<file path="config.mk">
export PLATFORM = sky130hd
export DESIGN_NAME = two_button_press_classifier_unit
export DESIGN_NICKNAME = d
export VERILOG_FILES = /design/src/rtl/tbpc_pkg.sv /design/src/rtl/tbpc_debounce.sv /design/src/rtl/two_button_press_classifier_unit.sv
export SDC_FILE = /design/constraint.sdc
export NUM_CORES = 1
export LEC_CHECK = 0
export BUFFER_PORTS_ARGS = -buffer_cell sky130_fd_sc_hd__buf_2
export CAP_MARGIN = 20
export CORE_ASPECT_RATIO = 1.2
export CORE_UTILIZATION = 45
export CTS_CLUSTER_DIAMETER = 120
export DETAILED_ROUTE_END_ITERATION = 10
export GPL_ROUTABILITY_DRIVEN = 1
export SLEW_MARGIN = 20
export SYNTH_ARGS = -nofsm -noshare
export SYNTH_HDL_FRONTEND = slang
export SYNTH_HIERARCHICAL = 1
export SYNTH_SLANG_ARGS = --single-unit
</file>
<file path="constraint.sdc">
create_clock -name clk -period 11 [get_ports clk]
set_input_delay 0 -clock clk [delete_from_list [all_inputs] [get_ports clk]]
set_output_delay 0 -clock clk [all_outputs]
set_load 0.005 [all_outputs]
</file>
<file path="src/rtl/tbpc_pkg.sv">
// ----------------------------------------------------------------------------
// tbpc_pkg
// Shared types and constants of the two-button press classifier.
// ----------------------------------------------------------------------------
package tbpc_pkg;

	localparam int unsigned CFG_WIDTH = 16;

	localparam logic [CFG_WIDTH-1:0] SETTLE_RESET = 16'd30;
	localparam logic [CFG_WIDTH-1:0] LONG_RESET   = 16'd1000;

	typedef enum logic [0:0] {
		REG_SETTLE = 1'b0,
		REG_LONG   = 1'b1
	} reg_idx_t;

	typedef enum logic [1:0] {
		REL_NONE  = 2'd0,
		REL_SHORT = 2'd1,
		REL_LONG  = 2'd2
	} release_t;

	typedef enum logic [2:0] {
		EV_NONE         = 3'd0,
		EV_FIRST_SHORT  = 3'd1,
		EV_FIRST_LONG   = 3'd2,
		EV_SECOND_SHORT = 3'd3,
		EV_SECOND_LONG  = 3'd4,
		EV_COMBO        = 3'd5
	} event_t;

	typedef struct packed {
		logic update;
		logic clear_stable;
	} btn_ctl_t;

endpackage

</file>
<file path="src/rtl/tbpc_debounce.sv">
// ----------------------------------------------------------------------------
// tbpc_debounce
// Debounce state of one button and its short/long release decision.
// ----------------------------------------------------------------------------
module tbpc_debounce #(
	parameter int unsigned TIME_WIDTH = 32
) (
	input  logic                               clk,
	input  logic                               arst_n,
	input  tbpc_pkg::btn_ctl_t                 ctl,
	input  logic                               level,
	input  logic [TIME_WIDTH-1:0]              now,
	input  logic [tbpc_pkg::CFG_WIDTH-1:0]     settle_time,
	input  logic [tbpc_pkg::CFG_WIDTH-1:0]     long_time,
	output tbpc_pkg::release_t                 rel
);

	logic                  stable_q;
	logic                  last_q;
	logic [TIME_WIDTH-1:0] change_q;
	logic [TIME_WIDTH-1:0] press_q;

	logic                  stable_d;
	logic [TIME_WIDTH-1:0] change_d;
	logic [TIME_WIDTH-1:0] press_d;
	logic [TIME_WIDTH-1:0] settle_age;
	logic [TIME_WIDTH-1:0] hold_age;
	logic                  settled;

	always_comb begin
		change_d   = (level != last_q) ? now : change_q;
		settle_age = now - change_d;
		hold_age   = now - press_q;
		settled    = settle_age >= TIME_WIDTH'(settle_time);
		stable_d   = stable_q;
		press_d    = press_q;
		rel        = tbpc_pkg::REL_NONE;
		if (settled) begin
			if (level && !stable_q) begin
				stable_d = 1'b1;
				press_d  = now;
			end else if (!level && stable_q) begin
				stable_d = 1'b0;
				rel = (hold_age >= TIME_WIDTH'(long_time)) ?
					tbpc_pkg::REL_LONG : tbpc_pkg::REL_SHORT;
			end
		end
	end

	always_ff @(posedge clk or negedge arst_n) begin
		if (!arst_n) begin
			stable_q <= 1'b0;
			last_q   <= 1'b0;
			change_q <= '0;
			press_q  <= '0;
		end else if (ctl.clear_stable) begin
			stable_q <= 1'b0;
		end else if (ctl.update) begin
			stable_q <= stable_d;
			last_q   <= level;
			change_q <= change_d;
			press_q  <= press_d;
		end
	end

endmodule

</file>
<file path="src/rtl/two_button_press_classifier_unit.sv">
// ----------------------------------------------------------------------------
// two_button_press_classifier_unit
// Debounces two buttons per poll beat and classifies short, long and combo.
// ----------------------------------------------------------------------------
// One poll beat is accepted every clock cycle while in_stall is low. A beat
// is captured in an input register, classified against the debounce state
// while it sits there and its event is held in the result register. The
// debounce state is updated in the same cycle the event is formed, which lets
// consecutive beats follow each other without a gap. Input stall rises only
// when both the input register and the result register are full and the
// output is stalled.
module two_button_press_classifier_unit #(
	parameter int unsigned TIME_WIDTH = 32
) (
	input  logic                           clk,
	input  logic                           arst_n,
	input  logic                           in_valid,
	output logic                           in_stall,
	input  logic                           first_down,
	input  logic                           second_down,
	input  logic [31:0]                    now_ms,
	output logic                           out_valid,
	input  logic                           out_stall,
	output logic [2:0]                     event_res,
	input  logic                           cfg_we,
	input  logic [0:0]                     cfg_index,
	input  logic [tbpc_pkg::CFG_WIDTH-1:0] cfg_data
);

	logic [tbpc_pkg::CFG_WIDTH-1:0] settle_q;
	logic [tbpc_pkg::CFG_WIDTH-1:0] long_q;

	logic                  valid_s1;
	logic                  first_s1;
	logic                  second_s1;
	logic [TIME_WIDTH-1:0] now_s1;

	logic                 out_valid_q;
	tbpc_pkg::event_t     event_q;
	logic                 combo_latched_q;
	logic                 combo_consumed_q;

	logic                 advance;
	logic                 fire;
	tbpc_pkg::btn_ctl_t   first_ctl;
	tbpc_pkg::btn_ctl_t   second_ctl;
	tbpc_pkg::release_t   first_rel;
	tbpc_pkg::release_t   second_rel;
	tbpc_pkg::event_t     event_d;
	logic                 latched_d;
	logic                 consumed_d;

	// config registers
	always_ff @(posedge clk or negedge arst_n) begin
		if (!arst_n) begin
			settle_q <= tbpc_pkg::SETTLE_RESET;
			long_q   <= tbpc_pkg::LONG_RESET;
		end else if (cfg_we) begin
			case (tbpc_pkg::reg_idx_t'(cfg_index))
				tbpc_pkg::REG_SETTLE: settle_q <= cfg_data;
				tbpc_pkg::REG_LONG:   long_q   <= cfg_data;
				default: ;
			endcase
		end
	end

	assign advance  = !out_valid_q || !out_stall;
	assign fire     = valid_s1 && advance;
	assign in_stall = valid_s1 && !advance;

	// input register
	always_ff @(posedge clk or negedge arst_n) begin
		if (!arst_n) begin
			valid_s1 <= 1'b0;
		end else if (!in_stall) begin
			valid_s1 <= in_valid;
		end
	end

	always_ff @(posedge clk) begin
		if (in_valid && !in_stall) begin
			first_s1  <= first_down;
			second_s1 <= second_down;
			now_s1    <= TIME_WIDTH'(now_ms);
		end
	end

	tbpc_debounce #(.TIME_WIDTH(TIME_WIDTH)) u_first (
		.clk         (clk),
		.arst_n      (arst_n),
		.ctl         (first_ctl),
		.level       (first_s1),
		.now         (now_s1),
		.settle_time (settle_q),
		.long_time   (long_q),
		.rel         (first_rel)
	);

	tbpc_debounce #(.TIME_WIDTH(TIME_WIDTH)) u_second (
		.clk         (clk),
		.arst_n      (arst_n),
		.ctl         (second_ctl),
		.level       (second_s1),
		.now         (now_s1),
		.settle_time (settle_q),
		.long_time   (long_q),
		.rel         (second_rel)
	);

	// classification
	always_comb begin
		first_ctl  = '0;
		second_ctl = '0;
		event_d    = tbpc_pkg::EV_NONE;
		latched_d  = combo_latched_q;
		consumed_d = combo_consumed_q;
		if (first_s1 && second_s1) begin
			if (!combo_latched_q) begin
				latched_d               = 1'b1;
				consumed_d              = 1'b1;
				first_ctl.clear_stable  = fire;
				second_ctl.clear_stable = fire;
				event_d                 = tbpc_pkg::EV_COMBO;
			end
		end else begin
			if (!first_s1 && !second_s1) begin
				latched_d  = 1'b0;
				consumed_d = 1'b0;
			end
			first_ctl.update = fire;
			if (consumed_d) begin
				second_ctl.update = fire;
			end else begin
				case (first_rel)
					tbpc_pkg::REL_SHORT: event_d = tbpc_pkg::EV_FIRST_SHORT;
					tbpc_pkg::REL_LONG:  event_d = tbpc_pkg::EV_FIRST_LONG;
					default: begin
						second_ctl.update = fire;
						case (second_rel)
							tbpc_pkg::REL_SHORT: event_d = tbpc_pkg::EV_SECOND_SHORT;
							tbpc_pkg::REL_LONG:  event_d = tbpc_pkg::EV_SECOND_LONG;
							default:             event_d = tbpc_pkg::EV_NONE;
						endcase
					end
				endcase
			end
		end
	end

	always_ff @(posedge clk or negedge arst_n) begin
		if (!arst_n) begin
			combo_latched_q  <= 1'b0;
			combo_consumed_q <= 1'b0;
			out_valid_q      <= 1'b0;
		end else begin
			if (fire) begin
				combo_latched_q  <= latched_d;
				combo_consumed_q <= consumed_d;
			end
			if (advance) begin
				out_valid_q <= valid_s1;
			end
		end
	end

	// result register
	always_ff @(posedge clk) begin
		if (fire) begin
			event_q <= event_d;
		end
	end

	assign out_valid = out_valid_q;
	assign event_res = event_q;

	a_consumed_implies_latched: assert property (@(posedge clk) disable iff (!arst_n)
		combo_consumed_q |-> combo_latched_q)
		else $error("combo consumed without latch");

	a_combo_latches: assert property (@(posedge clk) disable iff (!arst_n)
		fire && first_s1 && second_s1 && !combo_latched_q |=>
			combo_latched_q && out_valid && event_res == tbpc_pkg::EV_COMBO)
		else $error("combo beat did not latch");

	a_stall_only_when_full: assert property (@(posedge clk) disable iff (!arst_n)
		in_stall |-> valid_s1 && out_valid_q && out_stall)
		else $error("input stalled with room downstream");

	a_taken_result_drains: assert property (@(posedge clk) disable iff (!arst_n)
		out_valid && !out_stall && !valid_s1 |=> !out_valid)
		else $error("result repeated after being taken");

endmodule

</file>
# Word-level counts from Yosys, hierarchy flattened
# Index checks and enable logic that the tools add are counted.
# Widths: inputs -> output; s select.
totals:
  input_bits: 56
  register_bits: 205
  output_inout_bits: 5
  wordCells: 108
classes:
  n_bitwise: 2
  mux: 37
  add_sub_neg: 4
  n_lt_le_gt_ge: 4
  reduce_logical: 36
  eq_ne: 7
op_table:
  columns: ["cell", "n"]
  rows:
  - ["$ge 32x16->1", 4]
  - ["$sub 32x32->32", 4]
  - ["$mux 32", 2]
  - ["$mux 1", 22]
  - ["$mux 2", 8]
  - ["$pmux 3 s2", 2]
  - ["$reduce_and 2->1", 6]
  - ["$reduce_bool 2->1", 5]
  - ["$logic_and 1x1->1", 9]
  - ["$mux 3", 3]
  - ["$logic_not 1->1", 8]
  - ["$reduce_and 4->1", 2]
  - ["$reduce_and 3->1", 2]
  - ["$reduce_bool 3->1", 2]
  - ["$eq 2x1->1 const B", 2]
  - ["$eq 2x2->1 const B", 2]
  - ["$ne 1x1->1", 2]
  - ["$ne 2x2->1 const B", 1]
  - ["$not 1->1", 2]
  - ["$reduce_or 2->1", 1]
  - ["$logic_or 1x1->1", 1]

# Logic depth before layout (Yosys ltp)
logic_depth:
  ltp_word: 13
  ltp_mapped: 34
  depth_no_buf: 30

# By module
# The synthesis kept the hierarchy.
by_module_without_submodules:
  columns: ["module", "area_each_um2", "cells_per_inst", "seq_area_each_um2", "instances"]
  rows:
  - ["tbpc_debounce at u_first", 8021.4, 984, 1651.6, 1]
  - ["tbpc_debounce at u_second", 7925.1, 960, 1651.6, 1]
  - ["two_button_press_classifier_unit", 2700.1, 142, 2024.4, 1]

# Worst setup path before layout
# OpenSTA, ideal clock, no wires.
synth_timing:
  path_type: "register -> register"
  startpoint: "register first_s1"
  endpoint: "register u_second.press_q[12]"
  t_required_ns: 10.875
  period_less_slack_ns: 6.943
  arrival_ns: 6.818
  stages_incl_launch_ff: 34
  path_buffers: 4
  setup_ns: 0.125
  slack_ns: 4.057
  path_cell_list: "edfxtp_1 xnor2_2 buf_4 buf_6 clkbuf_1 nand2_1 o21ai_0 ha_1 inv_1 ha_1 nor4b_2 a311oi_2 and2_4 or3_1 a21oi_1 xnor2_1 ha_1 nor2b_1 o21ai_0 nand2b_1 a211o_1 a2111o_1 nor3_1 and4_1 nand4b_4 and3b_1 nor2b_1 ha_1 o21a_1 nand2_1 nor3b_1 nand2_4 buf_12 mux2_4"
synth_rtl:
  columns: ["item", "line_no", "source"]
  rows:
  - ["start: declaration", "two_button_press_classifier_unit.sv:34", "logic first_s1;"]
  - ["start signal: assignment", "two_button_press_classifier_unit.sv:82", "first_s1 <= first_down;"]
  - ["end signal: assignment", "tbpc_debounce.sv:62", "press_q <= press_d;"]
  - ["end: declaration", "tbpc_debounce.sv:21", "logic [TIME_WIDTH-1:0] press_q;"]

==> results.ini <==
[synthesis]
ys_ff_latch = 205
synth_top_family_by_area = compound AO/OA/AOI/OAI gates
syn_area_per_cell_um2 = 8.94
synthXorXnorAreaFrac_pct = 4.46
synth_flop_cell = dfrtp_1
ys_warn_count = 6
synthAdderAreaFrac_pct = 12.6
synth-edff-count = 37
syn_area_mm2 = 0.0186
synth-compound-area-share_pct = 22.0
syn_inst = 2086
synthArstFlopShare_pct = 82.0
yosysSeqAreaShare_pct = 28.6
synthDistinctLibCells = 114
synth_top_area_share_pct = 21.2
yosysMostFrequentCell = inv_1
yosys.area_share.simple_pct = 15.6
yosys-top-cells-area = dfrtp_1 21%, ha_1 12%, edfxtp_1 6.0%
ys_top_cells_by_count = 184 x inv_1, 172 x ha_1, 166 x nand2_1
synth_area_leader_cell = dfrtp_1
synthMuxAreaShare_pct = 10.6
syn_nets = 2316

[final_layout]
diodes = 0
nets = 2404
syn2layout_area_growth_pct = 11.7
design_area_mm2 = 0.0208
fillers = 3804
layout-drive-gt1-share_pct = 13.7

[global_route]
grt_usage_pct = 25.7
overflow = 0
grt_antenna_before_repair = 0
grt_max_degree = 71
grt_pass1_vias = 15890
grt_pass1_wl_um = 86200

[worst_setup_path]
slowest_stage = edfxtp_1
worst_setup_path_end_kind = flop
worstSetupPathType = flop to flop
cpMostUsedCell = ha_1
cp.required_ns = 11.43
arrival_ns = 7.99
critPathMaxStageDelay_ns = 0.55
crit_fanout = 32
start_kind = flop

[place]
place_area_mm2 = 0.0194
pre_cts_ws_ns = 3.46
port_buffers = 60
hpwlAfterDp_um = 41600
place.gp.congestion = 0.940

[clocking]
post_cts_resized = 0
cts.reportedPaths.clkPinSlew_ns = 0.06
cts_tree = built
cts_hold_buf = 56
root_buffer = clkbuf_16
cts_max_level = 1
numCtsBuffers = 26
clock_path_buffers = 3
clock_latency_ns = 0.55
cts.sinks = 205
post_cts_buffers = 0

[detailed_routing]
drtPass1Iterations = 6
vias = 15949
finalWirelength_um = 54100
via_per_inst = 5.84
first_iter_violations = 967
post_drt_wl_per_cell_um = 19.8
drc = 0
drtAntennaViolNets = 0

[run]
drv_cap = 0

[floorplan]
dieHeight_um = 225
die_area_mm2 = 0.0423
coreArea_mm2 = 0.0408
boundaryPins = 61
placement_rows = 81
dieWidth_um = 188
initial_utilization_pct = 45.7

[timing]
finalWorstSetupSlack_ns = 3.44
fin_worst_skew_ns = 0.0117
rsz0062_at_grt = false
fin_setup_tns_ns = 0
finalCritPeriodShare_pct = 68.7
finalCriticalPeriod_ns = 7.56
setup_violations = 0
slew_headroom_pct = 41.7
fmax_ghz = 0.132
slew_violations = 0
hold_viol = 0
tightest_slew_ns = 0.875

[run_status]
outcome = finished, final reports clean

[power_and_ir_drop]
leakage_nw = 9.57
power_density_mw_per_mm2 = 272
ir_drop_uv = 158

[hold_path]
min_path_type = primary input to asynchronous set/reset pin

==> layer usage <==
| layer | part of all wire (%) | vias up | GRT usage, % | routed length, um |
|---|---|---|---|---|
| met3 | 3.8 | 108 | 2.21 | 2060 |
| met1 | 44 | 7711 | 32.5 | 23700 |
| met4 | 3.7 | 0 | 9.76 | 2020 |
| met2 | 49 | 354 | 45.5 | 26300 |
| li1 | - | 7776 | - | - |
| met5 | 0 | - | 0 | 0 |
==> cell type report <==
cell class,count,area [um2],share of cell area (%)
clock buffers,38,757,3.64
well taps,539,674,3.24
multi-input cells,1617,12200,58.6
clock inverters,10,128,0.613
repair buffers,140,1050,5.03
flip-flops and latches,205,5330,25.6
inverters,184,691,3.32
==> stage by stage <==
step / total power, mW / hold WS (ns) / util (%) / cells
floorplan: 3.89 / -0.296 / - / 2086
global placement: 4.66 / 0.0650 / 47.4 / 2629
detailed placement: 4.72 / 0.0789 / 47.4 / 2629
CTS: 5.66 / 0.0125 / 51.0 / 2733
global route: 6.14 / 0.0396 / 51.0 / 2733
finish: 5.66 / 0.0414 / 51.0 / 2733
==> sequential cells by signal (all words and copies together), names as in the netlist, 3 cells and up <==
signal             flops
event_res              3
u_second/change_q     32
u_first/press_q       32
settle_q              16
long_q                16
u_second/press_q      32
now_s1                32
u_first/change_q      32
==> cells by family (layout without fill, tap and decap cells) <==
logic type | Yosys count | after routing
xor+xnor | 92 | 92
fa+ha+maj | 189 | 189
simple gates | 567 | 567
flops | 205 | 205
compound gates | 608 | 608
buf+inv | 264 | 372
mux | 161 | 161
==> where the power goes <==
| part | total [mW] | internal (mW) | switching (mW) |
|---|---|---|---|
| Combinational | 3.56 | 1.51 | 2.05 |
| Sequential | 1.21 | 1.02 | 0.190 |
| Clock | 0.888 | 0.545 | 0.343 |
| Total | 5.66 | 3.08 | 2.58 |
==> worst paths after layout <==
check | startpoint | end | slack, ns | cells past startpoint
worst max-delay path | first_s1$_DFFE_PP_ | u_second/press_q[0]$_DFFE_PN0P_ | 3.44 | 30
min in group clk | cfg_we | settle_q[8]$_DFFE_PN0P_ | 0.05 | 3
worst min register to register | valid_s1$_DFFE_PN0N_ | out_valid$_DFFE_PN0P_ | 0.47 | 1
worst min-delay path | arst_n | long_q[10]$_DFFE_PN0P_ | 0.04 | 2
worst max register to register | first_s1$_DFFE_PP_ | u_second/press_q[0]$_DFFE_PN0P_ | 3.44 | 30
max in group asynchronous | arst_n | u_first/change_q[21]$_DFFE_PN0P_ | 9.17 | 4
==> worst max-delay path: cells and delay by family, from the launching register on <==
| kind | cells | cell delay [ns] |
|---|---|---|
| fa+ha+maj | 4 | 1.23 |
| flops | 1 | 0.55 |
| simple gates | 14 | 3.09 |
| mux | 1 | 0.42 |
| compound gates | 7 | 1.34 |
| xor+xnor | 2 | 0.32 |
| buf+inv | 2 | 0.42 |
==> layout by cell type (no fill, tap or decap), types with 14 or more instances in the layout <==
| cell type | n |
|---|---|
| mux2_4 | 62 |
| a211oi_1 | 26 |
| xnor2_1 | 57 |
| mux2_2 | 41 |
| dfrtp_1 | 158 |
| a21o_1 | 51 |
| xor2_1 | 31 |
| mux2i_1 | 56 |
| maj3_1 | 14 |
| edfxtp_1 | 37 |
| clkbuf_16 | 27 |
| nand4_1 | 40 |
| o21ai_0 | 142 |
| buf_2 | 59 |
| buf_4 | 24 |
| nand2_1 | 166 |
| nor2_1 | 111 |
| nand2b_1 | 38 |
| nor3_1 | 28 |
| o21a_1 | 24 |
| ha_1 | 172 |
| nor2b_1 | 36 |
| inv_1 | 184 |
| dlygate4sd3_1 | 56 |
| nand3_1 | 45 |
| o21bai_1 | 21 |
| a21oi_1 | 163 |
Power figures use the tool's default switching activity.
